### src/hw/rtl/nfsa_pkg.sv
// Shared types and constants of the next-fit slot allocator.
package nfsa_pkg;

	// Flags are stored as words of this many slots.
	localparam int WORD_W   = 32;
	localparam int BIT_W    = 5;

	// Field widths of the transactions and the register.
	localparam int CFG_W    = 9;
	localparam int IDX_W    = 8;
	localparam int STATUS_W = 2;
	localparam int COUNT_W  = 9;

	// Register port widths.
	localparam int PADDR_W  = 3;
	localparam int PDATA_W  = 32;

	// Register indexes, taken from the word address bit of paddr.
	localparam logic REG_ACTIVE_SLOTS = 1'b0;

	localparam logic [CFG_W-1:0] ACTIVE_SLOTS_RST = 9'd256;

	// Input modes.
	localparam logic MODE_ALLOC = 1'b0;
	localparam logic MODE_FREE  = 1'b1;

	// Result status codes.
	localparam logic [STATUS_W-1:0] STAT_OK       = 2'd0;
	localparam logic [STATUS_W-1:0] STAT_FULL     = 2'd1;
	localparam logic [STATUS_W-1:0] STAT_NOT_USED = 2'd2;

	typedef enum logic {
		S_IDLE,
		S_CHECK
	} fsm_t;

	// Result of scanning one flag word for a free slot.
	typedef struct packed {
		logic             hit;
		logic [BIT_W-1:0] pos;
	} scan_res_t;

endpackage

### src/hw/rtl/nfsa_in_if.sv
// Request channel of the slot allocator: mode and slot index.
interface nfsa_in_if;
	logic                       valid;
	logic                       ready;
	logic                       mode;
	logic [nfsa_pkg::IDX_W-1:0] slot_index;

	modport source (output valid, mode, slot_index, input ready);
	modport sink (input valid, mode, slot_index, output ready);
endinterface

### src/hw/rtl/nfsa_out_if.sv
// Response channel of the slot allocator: granted slot, status and count.
interface nfsa_out_if;
	logic                          valid;
	logic                          ready;
	logic [nfsa_pkg::IDX_W-1:0]    granted_slot;
	logic [nfsa_pkg::STATUS_W-1:0] status;
	logic [nfsa_pkg::COUNT_W-1:0]  used_count;

	modport source (output valid, granted_slot, status, used_count, input ready);
	modport sink (input valid, granted_slot, status, used_count, output ready);
endinterface

### src/hw/rtl/nfsa_ram.sv
// Generic single-port-write, single-port-read RAM with a registered read.
module nfsa_ram #(
	parameter int WIDTH = 32,
	parameter int DEPTH = 8
) (
	input  logic                                       clk,
	input  logic                                       we,
	input  logic [((DEPTH > 1) ? $clog2(DEPTH) : 1)-1:0] waddr,
	input  logic [WIDTH-1:0]                           wdata,
	input  logic                                       re,
	input  logic [((DEPTH > 1) ? $clog2(DEPTH) : 1)-1:0] raddr,
	output logic [WIDTH-1:0]                           rdata
);
	logic [WIDTH-1:0] mem [DEPTH];

	always_ff @(posedge clk) begin
		if (we) begin
			mem[waddr] <= wdata;
		end
		if (re) begin
			rdata <= mem[raddr];
		end
	end
endmodule

### src/hw/rtl/nfsa_scan.sv
// Finds the lowest free slot of one flag word within a window of bit positions.
module nfsa_scan (
	input  logic [nfsa_pkg::WORD_W-1:0] data,
	input  logic [nfsa_pkg::BIT_W-1:0]  lo,
	input  logic                        is_last,
	input  logic [nfsa_pkg::BIT_W-1:0]  last_bit,
	output nfsa_pkg::scan_res_t         res
);
	import nfsa_pkg::*;

	logic [WORD_W-1:0] mask_lo;
	logic [WORD_W-1:0] mask_hi;
	logic [WORD_W-1:0] avail;

	// Bits below the start position and past the last active slot are excluded.
	assign mask_lo = {WORD_W{1'b1}} << lo;
	assign mask_hi = is_last ? ({WORD_W{1'b1}} >> (BIT_W'(WORD_W - 1) - last_bit))
	                         : {WORD_W{1'b1}};
	assign avail   = ~data & mask_lo & mask_hi;

	always_comb begin
		res = '0;
		for (int i = WORD_W - 1; i >= 0; i--) begin
			if (avail[i]) begin
				res.hit = 1'b1;
				res.pos = BIT_W'(i);
			end
		end
	end
endmodule

### src/hw/rtl/next_fit_slot_allocator_top.sv
// Next-fit slot allocator: top level with flag memory, search sequencer and register port.
//
// The allocator keeps one in-use flag per slot in a RAM of 32-bit words, plus a search
// hint and a count of slots in use. An allocate transaction (mode 0) searches from the
// hint upward for a free slot, wrapping at the active slot count, and returns the index
// it marked used; when every active slot is taken it returns status 1 and changes
// nothing. A free transaction (mode 1) clears the given slot and pulls the hint down to
// it; freeing a slot that is not in use returns status 2 and changes nothing. Every
// request gives exactly one response, carrying the in-use count after the request.
// The active slot count is the register at address 0; a value of 0 acts as 1 and a value
// above MAX_SLOTS acts as MAX_SLOTS. Write it only while no request is outstanding.
// Timing: the flag RAM is read one word per cycle. A free request looks only at the
// word of its slot. An allocate request visits words from the hint's word on, wrapping,
// until it finds a free slot, at most every active word once plus the start word again.
// A new request is accepted only once the previous one has finished. The response sits
// in an output register, so a new request is accepted while the previous response waits
// to be taken; a request only stalls at its last step while that register is full and
// its response is not being taken. The flags need no clearing pass after reset: each
// flag word has a valid bit, and a word never written reads as free.
module next_fit_slot_allocator_top #(
	parameter int MAX_SLOTS = 256
) (
	input  logic                         clk,
	input  logic                         arst_n,
	nfsa_in_if.sink                      req,
	nfsa_out_if.source                   rsp,
	input  logic                         psel,
	input  logic                         penable,
	input  logic                         pwrite,
	input  logic [nfsa_pkg::PADDR_W-1:0] paddr,
	input  logic [nfsa_pkg::PDATA_W-1:0] pwdata,
	output logic [nfsa_pkg::PDATA_W-1:0] prdata,
	output logic                         pready
);
	import nfsa_pkg::*;

	localparam int NUM_WORDS = (MAX_SLOTS + WORD_W - 1) / WORD_W;
	localparam int WADDR_W   = (NUM_WORDS > 1) ? $clog2(NUM_WORDS) : 1;
	// Slot positions are word index and bit index side by side.
	localparam int PW        = WADDR_W + BIT_W;
	localparam int CW        = $clog2(MAX_SLOTS + 1);
	localparam int XW0       = (CW > PW) ? CW : PW;
	// Common width for comparing the register and request fields against MAX_SLOTS.
	localparam int XW        = (XW0 > CFG_W) ? XW0 : CFG_W;

	// Control and architectural state.
	fsm_t                 state_q, state_d;
	logic [CFG_W-1:0]     active_q;
	logic [PW-1:0]        hint_q;
	logic [CW-1:0]        count_q;
	logic [NUM_WORDS-1:0] word_vld_q;

	// Request held during the search.
	logic                 mode_s1;
	logic [PW-1:0]        idx_s1;
	logic                 bad_s1;
	logic [BIT_W-1:0]     lo_s1;
	logic                 first_q;
	logic [WADDR_W-1:0]   word_q;
	logic [WADDR_W:0]     visit_q;
	logic                 vld_s1;

	// Response register.
	logic                 rsp_valid_q;
	logic [IDX_W-1:0]     granted_q;
	logic [STATUS_W-1:0]  status_q;
	logic [COUNT_W-1:0]   used_q;

	// Combinational signals.
	logic [XW-1:0]        active_x;
	logic [XW-1:0]        nm1_x;
	logic [PW-1:0]        nm1;
	logic [WADDR_W-1:0]   last_word;
	logic [BIT_W-1:0]     last_bit;
	logic [PW-1:0]        p0;
	logic [XW-1:0]        req_idx_x;
	logic [PW-1:0]        req_idx;
	logic                 req_bad;
	logic                 accept;
	logic                 rsp_block;
	logic                 visits_done;
	logic [WADDR_W-1:0]   word_next;
	logic                 finish;
	logic                 step;
	logic [WORD_W-1:0]    rdata;
	logic [WORD_W-1:0]    data_eff;
	logic [WORD_W-1:0]    wdata;
	logic                 ram_we;
	logic                 ram_re;
	logic [WADDR_W-1:0]   raddr;
	scan_res_t            scan;
	logic [PW-1:0]        hit_pos;
	logic                 free_ok;
	logic                 cfg_wr;

	// Effective count, minus one: the highest slot the search may look at.
	assign active_x  = XW'(active_q);
	assign nm1_x     = (active_x == '0) ? '0 :
	                   (active_x > XW'(MAX_SLOTS)) ? XW'(MAX_SLOTS - 1) : active_x - 1'b1;
	assign nm1       = nm1_x[PW-1:0];
	assign last_word = nm1[PW-1:BIT_W];
	assign last_bit  = nm1[BIT_W-1:0];
	// A hint left beyond the active range, after the count was lowered, restarts at zero.
	assign p0        = (hint_q <= nm1) ? hint_q : '0;

	// A free index at or beyond MAX_SLOTS can never be in use.
	assign req_idx_x = XW'(req.slot_index);
	assign req_bad   = req_idx_x >= XW'(MAX_SLOTS);
	assign req_idx   = req_idx_x[PW-1:0];

	assign accept    = req.valid && req.ready;
	assign rsp_block = rsp_valid_q && !rsp.ready;

	// The search has seen every active word once, plus the start word again for the
	// slots below the hint.
	assign visits_done = (visit_q == ((WADDR_W + 1)'(last_word) + 2'd2));
	assign word_next   = (word_q == last_word) ? '0 : word_q + 1'b1;

	// Words never written since reset hold no used slots.
	assign data_eff = vld_s1 ? rdata : '0;

	nfsa_scan u_scan (
		.data     (data_eff),
		.lo       (first_q ? lo_s1 : '0),
		.is_last  (word_q == last_word),
		.last_bit (last_bit),
		.res      (scan)
	);

	assign hit_pos = {word_q, scan.pos};
	assign free_ok = !bad_s1 && data_eff[idx_s1[BIT_W-1:0]];

	// The last cycle of a request waits only for room in the response register.
	assign finish = (state_q == S_CHECK) && !rsp_block &&
	                ((mode_s1 == MODE_FREE) || scan.hit || visits_done);
	assign step   = (state_q == S_CHECK) && (mode_s1 == MODE_ALLOC) &&
	                !scan.hit && !visits_done;

	// Next state.
	always_comb begin
		state_d = state_q;
		case (state_q)
			S_IDLE: begin
				if (accept) begin
					state_d = S_CHECK;
				end
			end
			S_CHECK: begin
				if (finish) begin
					state_d = S_IDLE;
				end
			end
			default: state_d = S_IDLE;
		endcase
	end

	// Outputs of the sequencer: request ready and RAM read and write controls.
	always_comb begin
		req.ready = 1'b0;
		ram_re    = 1'b0;
		raddr     = word_q;
		ram_we    = 1'b0;
		wdata     = data_eff;
		case (state_q)
			S_IDLE: begin
				req.ready = 1'b1;
				ram_re    = req.valid;
				raddr     = (req.mode == MODE_FREE) ? req_idx[PW-1:BIT_W] : p0[PW-1:BIT_W];
			end
			S_CHECK: begin
				ram_re = step;
				raddr  = word_next;
				if (mode_s1 == MODE_FREE) begin
					ram_we = finish && free_ok;
					wdata  = data_eff & ~(WORD_W'(1) << idx_s1[BIT_W-1:0]);
				end else begin
					ram_we = finish && scan.hit;
					wdata  = data_eff | (WORD_W'(1) << scan.pos);
				end
			end
			default: begin
				req.ready = 1'b0;
			end
		endcase
	end

	nfsa_ram #(
		.WIDTH (WORD_W),
		.DEPTH (NUM_WORDS)
	) u_flags (
		.clk   (clk),
		.we    (ram_we),
		.waddr (word_q),
		.wdata (wdata),
		.re    (ram_re),
		.raddr (raddr),
		.rdata (rdata)
	);

	always_ff @(posedge clk or negedge arst_n) begin
		if (!arst_n) begin
			state_q    <= S_IDLE;
			word_vld_q <= '0;
			vld_s1     <= 1'b0;
		end else begin
			state_q <= state_d;
			if (ram_re) begin
				vld_s1 <= word_vld_q[raddr];
			end
			if (ram_we) begin
				word_vld_q[word_q] <= 1'b1;
			end
		end
	end

	// Search bookkeeping.
	always_ff @(posedge clk) begin
		if (accept) begin
			mode_s1 <= req.mode;
			idx_s1  <= req_idx;
			bad_s1  <= req_bad;
			lo_s1   <= p0[BIT_W-1:0];
			first_q <= 1'b1;
			word_q  <= raddr;
			visit_q <= (WADDR_W + 1)'(1);
		end else if (step) begin
			first_q <= 1'b0;
			word_q  <= word_next;
			visit_q <= visit_q + 1'b1;
		end
	end

	// Hint, count and response.
	always_ff @(posedge clk or negedge arst_n) begin
		if (!arst_n) begin
			hint_q      <= '0;
			count_q     <= '0;
			rsp_valid_q <= 1'b0;
		end else begin
			if (finish) begin
				rsp_valid_q <= 1'b1;
				if (mode_s1 == MODE_ALLOC) begin
					if (scan.hit) begin
						hint_q  <= (hit_pos == nm1) ? '0 : hit_pos + 1'b1;
						count_q <= count_q + 1'b1;
					end
				end else if (free_ok) begin
					if (idx_s1 < hint_q) begin
						hint_q <= idx_s1;
					end
					count_q <= count_q - 1'b1;
				end
			end else if (rsp.ready) begin
				rsp_valid_q <= 1'b0;
			end
		end
	end

	always_ff @(posedge clk) begin
		if (finish) begin
			granted_q <= '0;
			status_q  <= STAT_OK;
			used_q    <= COUNT_W'(count_q);
			if (mode_s1 == MODE_ALLOC) begin
				if (scan.hit) begin
					granted_q <= IDX_W'(hit_pos);
					used_q    <= COUNT_W'(count_q + 1'b1);
				end else begin
					status_q <= STAT_FULL;
				end
			end else if (free_ok) begin
				used_q <= COUNT_W'(count_q - 1'b1);
			end else begin
				status_q <= STAT_NOT_USED;
			end
		end
	end

	assign rsp.valid        = rsp_valid_q;
	assign rsp.granted_slot = granted_q;
	assign rsp.status       = status_q;
	assign rsp.used_count   = used_q;

	// Register port: the write lands in the access cycle; reads and writes are always ready.
	assign pready = 1'b1;
	assign cfg_wr = psel && penable && pwrite && (paddr[BIT_W-3] == REG_ACTIVE_SLOTS);
	assign prdata = (paddr[BIT_W-3] == REG_ACTIVE_SLOTS) ? PDATA_W'(active_q) : '0;

	always_ff @(posedge clk or negedge arst_n) begin
		if (!arst_n) begin
			active_q <= ACTIVE_SLOTS_RST;
		end else if (cfg_wr) begin
			active_q <= pwdata[CFG_W-1:0];
		end
	end
endmodule

### src/flat_wrapper.sv
// flat-port wrapper written by rule: the top's interface ports become plain ports
module next_fit_slot_allocator_top_flat import nfsa_pkg::*;
#(
	parameter int MAX_SLOTS = 256
)
  (clk, arst_n, psel, penable, pwrite, paddr, pwdata, prdata, pready, req_valid, req_mode, req_slot_index, req_ready, rsp_valid, rsp_granted_slot, rsp_status, rsp_used_count, rsp_ready);
  nfsa_in_if req_i ();
  nfsa_out_if rsp_i ();
  input  logic clk;
  input  logic arst_n;
  input  logic psel;
  input  logic penable;
  input  logic pwrite;
  input  logic [nfsa_pkg::PADDR_W-1:0] paddr;
  input  logic [nfsa_pkg::PDATA_W-1:0] pwdata;
  output logic [nfsa_pkg::PDATA_W-1:0] prdata;
  output logic pready;
  input wire logic [$bits(req_i.valid)-1:0] req_valid;
  input wire logic [$bits(req_i.mode)-1:0] req_mode;
  input wire logic [$bits(req_i.slot_index)-1:0] req_slot_index;
  output wire logic [$bits(req_i.ready)-1:0] req_ready;
  output wire logic [$bits(rsp_i.valid)-1:0] rsp_valid;
  output wire logic [$bits(rsp_i.granted_slot)-1:0] rsp_granted_slot;
  output wire logic [$bits(rsp_i.status)-1:0] rsp_status;
  output wire logic [$bits(rsp_i.used_count)-1:0] rsp_used_count;
  input wire logic [$bits(rsp_i.ready)-1:0] rsp_ready;
  assign req_i.valid = req_valid;
  assign req_i.mode = req_mode;
  assign req_i.slot_index = req_slot_index;
  assign req_ready = req_i.ready;
  assign rsp_valid = rsp_i.valid;
  assign rsp_granted_slot = rsp_i.granted_slot;
  assign rsp_status = rsp_i.status;
  assign rsp_used_count = rsp_i.used_count;
  assign rsp_i.ready = rsp_ready;
  next_fit_slot_allocator_top #(.MAX_SLOTS(MAX_SLOTS)) u_core (.clk(clk), .arst_n(arst_n), .req(req_i), .rsp(rsp_i), .psel(psel), .penable(penable), .pwrite(pwrite), .paddr(paddr), .pwdata(pwdata), .prdata(prdata), .pready(pready));
endmodule
### config.mk
export PLATFORM = sky130hd
export DESIGN_NAME = next_fit_slot_allocator_top_flat
export DESIGN_NICKNAME = d
export VERILOG_FILES = /design/src/hw/rtl/nfsa_pkg.sv /design/src/hw/rtl/nfsa_in_if.sv /design/src/hw/rtl/nfsa_out_if.sv /design/src/hw/rtl/nfsa_ram.sv /design/src/hw/rtl/nfsa_scan.sv /design/src/hw/rtl/next_fit_slot_allocator_top.sv /design/src/flat_wrapper.sv
export SDC_FILE = /design/constraint.sdc
export NUM_CORES = 1
export LEC_CHECK = 0
export ABC_CLOCK_PERIOD_IN_PS = 7300
export BUFFER_PORTS_ARGS = -buffer_cell sky130_fd_sc_hd__buf_4
export CAP_MARGIN = 0
export CORE_MARGIN = 2
export CORE_UTILIZATION = 59
export CTS_CLUSTER_DIAMETER = 50
export DETAILED_ROUTE_END_ITERATION = 6
export PLACE_DENSITY = 0.8
export SYNTH_ARGS = -nofsm -noshare
export SYNTH_HDL_FRONTEND = slang
export SYNTH_SLANG_ARGS = --single-unit
### constraint.sdc
create_clock -name clk -period 7.3 [get_ports clk]
set_clock_uncertainty 0.1 [all_clocks]
set_input_delay 1.095 -clock clk [delete_from_list [all_inputs] [get_ports clk]]
set_output_delay 1.095 -clock clk [all_outputs]
set_load 0.02 [all_outputs]
* Word level (Yosys, flattened, before mapping)
Memory sizes are Yosys's and may differ from the RTL's. A register that Yosys moved wholly into a read port is not among the register bits. Cells that the tools add are included.
Word-level totals: word-level logic and storage cells 155, memories 1, memory bits (read-only) 0, flip-flop bits (word level) 79, memory bits (writable) 256, bits in latches 0, bits of input ports 51
Memories:
- u_core.u_flags.mem | words 8, bits a word 32, read ports 1, clocked after memory_dff 1, wr ports 1, line nfsa_ram.sv:14 | logic [WIDTH-1:0] mem [DEPTH];
Cells by class: divide/modulo/power cells 0, $add $sub $neg 8, shifts and indexed selects 4, $lt $le $gt $ge 8, muxes and demuxes 74, equality and inequality tests 5, bitwise gates (word level) 11, reductions and logical operators 27, $mul 0
Operators with widths (count):
- 6-bit 2-to-1 mux | 32
- 32-bit 2-to-1 mux | 4
- 32-bit bitwise AND | 3
- 8-bit 2-to-1 mux | 8
- 32-bit NOT | 2
- 1-bit by 5-bit << shifter with 32-bit output (first input constant) | 2
- 9-bit 2-to-1 mux | 4
- 32-bit bitwise OR | 1
- 32-bit by 5-bit << shifter with 32-bit output (first input constant) | 1
- 32-bit by 5-bit >> shifter with 32-bit output (first input constant) | 1
- 1-bit logical AND | 14
- 1-bit 2-to-1 mux | 13
- 3-bit 2-to-1 mux | 4
- 9-bit by 1-bit adder with 9-bit output (second input constant) | 1
- 8-bit by 9-bit >= comparator with 1-bit output (second input constant) | 1
- 9-bit greater-than comparator (second input constant) | 1
- 9-bit logical NOT | 1
- 9-bit by 1-bit subtractor with 9-bit output (second input constant) | 1
- 8-bit by 1-bit adder with 8-bit output (second input constant) | 1
- 8-bit == test | 1
- 8-bit <= comparator | 1
- 3-bit by 4-bit less-than comparator with 1-bit output (second input constant) | 2
- 8-bit less-than comparator | 1
- 8-bit bitwise OR | 1
- other kinds (23) | 36

* Depth between registers and ports, before layout
Gate-level depths: netlist (run 1).
word-level depth 47, gate-level depth with buffers 23

* Modules after synthesis
A second synthesis (run 1) with hierarchy kept.
Unflattened totals: cell total of the unflattened synthesis 1239, area total of the unflattened synthesis 17833.4 µm²
By module, submodules not included:
- nfsa_ram | times used 1, area each 10786.6 µm², cells each 415
- next_fit_slot_allocator_top | times used 1, area each 5874.4 µm², cells each 632
- nfsa_scan | times used 1, area each 1172.4 µm², cells each 192

* Worst setup path after synthesis (run 1)
OpenSTA, ideal clock, no wires.
path type flip-flop to flip-flop, from reg u_core.active_q[0], to mem u_core.u_flags.mem[1][0], enable pin, path buffers 3, slack 0.887 ns, arrival time 5.851 ns, setup time 0.462 ns, clock period less this slack 6.413 ns, cell stages (with the launch flop) 17, data required time 6.738 ns, cells stage by stage dfrtp_1 -> buf_6 -> clkbuf_1 -> inv_1 -> ha_1 -> nor4b_2 -> a21oi_2 -> o31a_1 -> o211ai_2 -> or3_1 -> buf_6 -> nor2_2 -> o211ai_1 -> nor4_4 -> nand2b_1 -> or2_1 -> nor3_1
On the way: word-level cells in the longest chain between the ends 47, elaborated cells on any way between the ends 53, classes of those cells add/sub: 3; order compare: 1; eq/ne: 2; shift: 1; mux: 39; bitwise: 1; reduce/logical: 6
RTL lines:
- from (decl) | line next_fit_slot_allocator_top.sv:48 | logic [CFG_W-1:0] active_q;
- from (signal assigned) | line next_fit_slot_allocator_top.sv:293 | active_q <= pwdata[CFG_W-1:0];
- 8-bit by 1-bit subtractor with 8-bit output or 9-bit greater-than comparator (tied branches) | line next_fit_slot_allocator_top.sv:99 | (active_x > XW'(MAX_SLOTS)) ? XW'(MAX_SLOTS - 1) : active_x - 1'b1;
- 8-bit 2-to-1 mux | line next_fit_slot_allocator_top.sv:99
- 8-bit 2-to-1 mux * | line next_fit_slot_allocator_top.sv:98 | assign nm1_x = (active_x == '0) ? '0 :
- 5-bit subtractor | line nfsa_scan.sv:17 | assign mask_hi = is_last ? ({WORD_W{1'b1}} >> (BIT_W'(WORD_W - 1) - last_bit))
- 32-bit by 5-bit >> shifter with 32-bit output | line nfsa_scan.sv:17
- 32-bit 2-to-1 mux | line nfsa_scan.sv:17
- 32-bit bitwise AND | line nfsa_scan.sv:19 | assign avail = ~data & mask_lo & mask_hi;
- 6-bit 2-to-1 mux (32 in a row) | line nfsa_scan.sv:24 | if (avail[i]) begin
- 1-bit logical OR (2 in a row) | line next_fit_slot_allocator_top.sv:135 | ((mode_s1 == MODE_FREE) || scan.hit || visits_done);
- 1-bit logical AND | line next_fit_slot_allocator_top.sv:134 | assign finish = (state_q == S_CHECK) && !rsp_block &&
- 1-bit logical AND (on tied branches) | line next_fit_slot_allocator_top.sv:177, next_fit_slot_allocator_top.sv:174
- 1-bit 2-to-1 mux * | line next_fit_slot_allocator_top.sv:173 | if (mode_s1 == MODE_FREE) begin
- 1-bit 2-to-1 mux * | line next_fit_slot_allocator_top.sv:164 | case (state_q)
- 1-bit 2-to-1 mux * | line nfsa_ram.sv:17 | if (we) begin
- 1-bit 2-to-1 mux (not written as such) * | line nfsa_ram.sv:18 | mem[waddr] <= wdata;
- to (decl) | line nfsa_ram.sv:14
Every way passes the cells marked *; elsewhere a longest branch is shown, timed or not.

==> results of run 1 <==
## flip-flops by register name, indices dropped and copies added, names as in the netlist, 2 cells and up
signal / count
u_core.rsp.status: 2
u_core.u_flags.mem: 256
u_core.lo_s1: 5
u_core.hint_q: 8
u_core.visit_q: 4
u_core.idx_s1: 8
u_core.u_flags.rdata: 32
u_core.count_q: 9
u_core.word_q: 3
u_core.rsp.used_count: 9
u_core.word_vld_q: 8
u_core.rsp.granted_slot: 8
u_core.active_q: 9
## cells by family (layout without fill, tap and decap cells)
group                      count (synthesis)  in the layout  share of synthesized area
xor gates and xnor gates                  30             30                     0.0139
buffers and inverters                    173            195                     0.0418
and+or+nand+nor                          839            839                      0.203
muxes                                     24             24                     0.0201
DFF                                      366            366                      0.571
other                                      2             24                   0.000398
AOI/OAI and AO/OA                        349            349                      0.131
adders and majority gates                 28             28                     0.0186
## worst max-delay path, delay by kind of cell, from the launching register on
family | cells | cell delay (ns)
buf+inv | 2 | 0.49
simple gates | 5 | 1.97
flops | 1 | 0.52
fa+ha+maj | 3 | 0.85
compound gates | 6 | 2.11
## stage by stage
stage,util,total power [W]
floorplan,-,0.00644
global placement,0.623,0.00775
detailed placement,0.623,0.00789
CTS,0.666,0.00995
global route,0.666,0.0106
finish,0.666,0.0100
## power by group through the flow
stage          combinational [W]  clock (W)  sequential [W]
3_3_place_gp             0.00435          0         0.00340
2_1_floorplan            0.00314          0         0.00329
3_5_place_dp             0.00447          0         0.00343
4_1_cts                  0.00450    0.00206         0.00339
6_report                 0.00458    0.00204         0.00340
5_1_grt                  0.00501    0.00214         0.00343
## final timing paths
| check | startpoint | to | slack, ns | depth (start not counted) |
|---|---|---|---|---|
| worst max-delay path | u_core.active_q[1] | u_core.u_flags.mem[4][23] | 0.90 | 16 |
| worst min-delay path | u_core.word_vld_q[6] | u_core.word_vld_q[6] | 0.36 | 1 |
| worst max register to register | u_core.active_q[1] | u_core.u_flags.mem[4][23] | 0.90 | 16 |
| worst min register to register | u_core.word_vld_q[6] | u_core.word_vld_q[6] | 0.36 | 1 |
| max in group asynchronous | arst_n | u_core.active_q[8] | 6.26 | 1 |
| min in group asynchronous | arst_n | u_core.count_q[8] | 0.42 | 1 |
## layout by cell type (no fill, tap or decap), drive strengths merged, types with 13 or more instances in the layout
master and instances:
o21ai 95, inv 41, clkbuf 51, nand3 198, nor4 13, a21oi 65
nand2b 16, nand2 405, nor2b 14, xnor2 20, a21o 22, dfrtp 36
o31ai 13, conb 24, o211ai 14, nor3 22, ha 28, nor2 93
or2 14, a31oi 15, buf 88, edfxtp 324
## metal layers
metal  vias to the layer above  track usage  routed length (microns)  part of all wire
li1                       6606            -                        -                 -
met1                      6951        0.411                    19800              0.40
met2                       801        0.480                    23100              0.47
met3                       147       0.0403                     4540             0.092
met4                         0        0.112                     1810             0.037
met5                         -            0                        0                 0
## final cells by class
class / count / area, sq um
inverter: 36 / 135
tap: 402 / 503
clock inverter: 20 / 275
sequential: 366 / 10800
multi-input combinational: 1294 / 7500
timing repair buffer: 88 / 723
fill: 2377 / 10500
clock buffer: 51 / 1060
==> impl_metrics.toml, run 1 <==
[synthesis]
synthCells = 1811
ys_warn_count = 0
synth_area_leaders = "edfxtp_1, nand2_1, nand3_1"
synth.avg_cell_area_sq_um = 10.4
netlist_top_cells_count = "nand2_1, edfxtp_1, nand3_1"
seq_area_frac_synth = 0.571
netlist.area_leader.share = 0.516
yosysMostFrequentCell = "nand2_1"
async_flop_share = 0.101
yosys.area.top_type = "edfxtp_1"
syn_area_sq_mm = 0.0188
synth_flop_cell = "edfxtp_1"
ys_ff_latch = 366
synth_edf_count = 324
synth_cell_types = 100

[floorplanning]
num_rows = 65
chipHeight_microns = 183
io-pin-count = 105
design.core.area_sq_mm = 0.0315
chipWidth_microns = 183
die_area_sq_mm = 0.0334
start_util = 0.599

[power]
combPwrFrac = 0.457
p_per_area_mw_per_mm2 = 478
p_sw_w = 0.00431
p_int_w = 0.00571
p_leak_nw = 7.84
seqPwrFrac = 0.340
swShare = 0.430
vdd_ir_drop_max_mv = 0.306
clkPwrFrac = 0.203

[cts]
numCtsBuffers = 40
cts.sinks = 366
clock_path_buffers = 3
clock_latency_ns = 0.56
clock-root-buffer = "clkbuf_16"
cts_setup_buffers = 0
cts_max_level = 2
clk_pin_slew_ns = 0.06
cts-resized-gates = 0
cts_tree = "yes"
cts_hold_buf = 0

[sta]
slew_headroom = 0.306
setup_viol = 0
fin_crit_ns = 6.40
tightest_slew_ns = 1.04
fin_crit_sh = 0.877
rsz0062_at_grt = "false"
fin_ws_ns = 0.901
setup-tns-final_ns = 0
drv_slew = 0
hold_viol_final = 0
whs_ns = 0.364
fmax_mhz = 156

[place]
gp_congestion = 0.999
portBuffers = 55
post-place-ws_ns = 1.09
dp.cells = 2186
place_area_sq_mm = 0.0196
hpwl_microns = 32600

[setup_path]
path_common_cell = "ha_1"
cp_cell_sequence = "inv_1, ha_1, nor4b_2, a21oi_2, nor4_1, o211ai_2, or3_1, buf_4, a2bb2oi_1, a311oi_1, nor4_1, o31ai_4, ha_1, ha_1, nand2_1, o21ai_0"
cp_slowest_cell = "or3_1"
end_kind = "register"
cp.arrival_ns = 6.51
start_kind = "register"
crit_type = "reg2reg"
crit_fanout = 18
critPathRequiredTime_ns = 7.41
critPathMaxStageDelay_ns = 0.72

[status]
status = "finished, final reports clean"

[job]
drv_cap = 0

[global_routing]
grt_pass1_wl_microns = 76900
grtUsageTotal = 0.296
grt_pass1_vias = 13900
antenna_found_initial = 0
grt_max_degree = 99
grt.overflow.total = 0

[detailed_routing]
viasPerCell = 6.43
drtAntennaViolNets = 0
wl_microns = 49200
routedWlPerCell_microns = 21.8
drc = 0
num_vias = 14500
drt_iter0_markers = 1817
dr.pass1.iters = 6

[finish]
antenna_cells = 0
stdcell_area_sq_mm = 0.0210
layout-drive-gt1-share = 0.120
stdcell_count = 2257
area_growth_pct = 11.2
layout.nets = 1905

[worst_hold_path]
hp-class = "reg2reg"
(Power assumes the default switching activity.)
==> inputs of run 2 (changes only) <==
--- a/config.mk
+++ b/config.mk
@@ -8,11 +8,13 @@
 export ABC_CLOCK_PERIOD_IN_PS = 7300
 export BUFFER_PORTS_ARGS = -buffer_cell sky130_fd_sc_hd__buf_4
 export CAP_MARGIN = 0
+export CELL_PAD_IN_SITES_DETAIL_PLACEMENT = 1
+export CELL_PAD_IN_SITES_GLOBAL_PLACEMENT = 1
 export CORE_MARGIN = 2
-export CORE_UTILIZATION = 59
+export CORE_UTILIZATION = 49
 export CTS_CLUSTER_DIAMETER = 50
 export DETAILED_ROUTE_END_ITERATION = 6
-export PLACE_DENSITY = 0.8
+export PLACE_DENSITY = 0.83
 export SYNTH_ARGS = -nofsm -noshare
 export SYNTH_HDL_FRONTEND = slang
 export SYNTH_SLANG_ARGS = --single-unit
==> run 2 against run 1 <==
Effect of this change:
- first-iteration DRC count fell by 37%
- hold slack is essentially flat
- combinational power up 4.4%
- die area up 20%
- routed wire length is 20% higher
- final cell count increased by 5.0%
- register-to-register slack got worse by 0.40 ns
- core utilization decreased by 11 points
- worst setup slack got worse by 0.40 ns
==> impl_metrics.toml, run 2 (synthesis results as in run 1) <==
[status]
status = "finished, final reports clean"

[setup_path]
start_kind = "register"
path_common_cell = "ha_1"
crit_path_start = "u_core.active_q[1]"
cp_cell_sequence = "inv_1, ha_1, nor4b_2, a21oi_2, o31a_1, o211ai_2, or3_1, buf_4, a221oi_2, nand2b_1, a32o_1, a31oi_1, ha_1, nand2_1, o21ai_0"
crit_type = "reg2reg"
critPathMaxStageDelay_ns = 0.93
critPathBufInv = 2
critPathRequiredTime_ns = 7.41
cp.arrival_ns = 6.91
r2r-start = "u_core.active_q[1]"
crit_fanout = 18
end_kind = "register"
crit_family = "compound AO/OA/AOI/OAI gates"
r2r_setup_slack_ns = 0.50
ff2ff_path_depth = 15
cp_slowest_cell = "o21ai_0"
r2r-end = "u_core.u_flags.mem[2][23]"

[cts]
clock-root-buffer = "clkbuf_16"
cts-resized-gates = 0
cts.sinks = 366
numCtsBuffers = 41
clock_latency_ns = 0.57
clock_path_buffers = 3
cts_hold_buf = 0
cts_max_level = 2
cts_setup_buffers = 0
clk_pin_slew_ns = 0.06
cts_tree = "yes"

[detailed_routing]
dr.pass1.iters = 5
wl_microns = 58800
routedWlPerCell_microns = 24.8
drc = 0
drtAntennaViolNets = 0
viasPerCell = 6.23
num_vias = 14800
drt_iter0_markers = 1149

[sta]
setup_viol = 0
fin_crit_sh = 0.931
fin_crit_ns = 6.80
tightest_slew_ns = 1.14
hold_viol_final = 0
drv_slew = 0
rsz0062_at_grt = "false"
fmax_mhz = 147
slew_headroom = 0.232
setup-tns-final_ns = 0

[power]
combPwrFrac = 0.464
p_int_w = 0.00576
p_sw_w = 0.00453
seqPwrFrac = 0.333
p_per_area_mw_per_mm2 = 486
vdd_ir_drop_max_mv = 0.290
clkPwrFrac = 0.202
swShare = 0.440
p_leak_nw = 7.86
power_w = 0.0103

[floorplanning]
die_area_sq_mm = 0.0401
num_rows = 71
design.core.area_sq_mm = 0.0378
io-pin-count = 105
start_util = 0.499
chipWidth_microns = 200
chipHeight_microns = 200

[global_routing]
grt_pass1_wl_microns = 89500
grt.overflow.total = 0
grt_pass1_vias = 15300
grt_max_degree = 101
antenna_found_initial = 0
grtUsageTotal = 0.289

[job]
drv_cap = 0

[worst_hold_path]
min-delay-start = "u_core.word_vld_q[6]"
min_delay_path_depth = 1
hp-class = "reg2reg"
holdPathEnd = "u_core.word_vld_q[6]"

[finish]
final_common_cell = "nand2_1"
nFillCells = 4015
reg_top3 = "u_core.u_flags.mem x256, u_core.u_flags.rdata x32"
layout_common_cells = "nand2_1, edfxtp_1, nand3_1, o21ai_0, nor2_1"
layout.nets = 1909
stdcell_area_sq_mm = 0.0211
largest_reg_flops = 256
antenna_cells = 0
area_growth_pct = 12.2
regMostFlops = "u_core.u_flags.mem"
layout-drive-gt1-share = 0.122

[place]
hpwl_microns = 39000
gp_congestion = 0.957
place_area_sq_mm = 0.0198
portBuffers = 55
run 2: changes by cell type in the layout (fill, tap and decap cells not counted), sizes merged:
cell      before  now
bufinv         4    5
clkinvlp       0    3
clkbuf        51   49
clkinv        11   14
inv           41   36
buf           88   91
run 2: area by class of cell:
| type | instances | area (sq um) | share of cell area |
|---|---|---|---|
| clock buffers | 49 | 1090 | 0.0514 |
| well taps | 511 | 639 | 0.0302 |
| clock inverters | 22 | 263 | 0.0124 |
| inverters | 36 | 135 | 0.00639 |
| repair buffers | 91 | 771 | 0.0364 |
| flip-flops and latches | 366 | 10800 | 0.509 |
| multi-input cells | 1294 | 7500 | 0.354 |
run 2: worst max path at each step:
stage | to | slack (ns) | cells past startpoint
4_1_cts | u_core.u_flags.mem[1][23] | 0.63 | 16
5_1_grt | u_core.u_flags.mem[2][23] | 0.03 | 16
3_5_place_dp | u_core.u_flags.mem[0][23] | 0.82 | 16
2_1_floorplan | u_core.u_flags.mem[1][0] | 0.89 | 16
3_3_place_gp | u_core.u_flags.mem[0][23] | 1.08 | 15
6_report | u_core.u_flags.mem[2][23] | 0.50 | 15
run 2: metal layers:
layer / track usage / part of all wire
met4: 0.102 / 0.028
met3: 0.0503 / 0.073
met5: 0 / 0
met1: 0.379 / 0.41
met2: 0.486 / 0.49
run 2: stage by stage:
step | instances | setup WS, ns | util | hold slack, ns
3_3_place_gp | 2298 | 1.08 | 0.524 | 0.349
4_1_cts | 2369 | 0.633 | 0.560 | 0.368
6_report | 2369 | 0.504 | 0.560 | 0.364
5_1_grt | 2369 | 0.0293 | 0.560 | 0.396
3_5_place_dp | 2298 | 0.822 | 0.524 | 0.356
2_1_floorplan | 1833 | 0.887 | - | 0.333
run 2: power groups by stage:
stage	logic, W	registers [W]	clock network (W)
floorplan	0.00314	0.00329	0
global placement	0.00446	0.00342	0
detailed placement	0.00465	0.00345	0
CTS	0.00473	0.00341	0.00211
global route	0.00518	0.00346	0.00217
finish	0.00478	0.00343	0.00208
run 2: worst reg2reg max path: stages (launching register included):
cell and delay (ns):
dfrtp_1 0.52, inv_1 0.18, ha_1 0.30, nor4b_2 0.65, a21oi_2 0.29, o31a_1 0.38
o211ai_2 0.31, or3_1 0.85, buf_4 0.31, a221oi_2 0.09, nand2b_1 0.18, a32o_1 0.32
a31oi_1 0.63, ha_1 0.27, nand2_1 0.14, o21ai_0 0.94
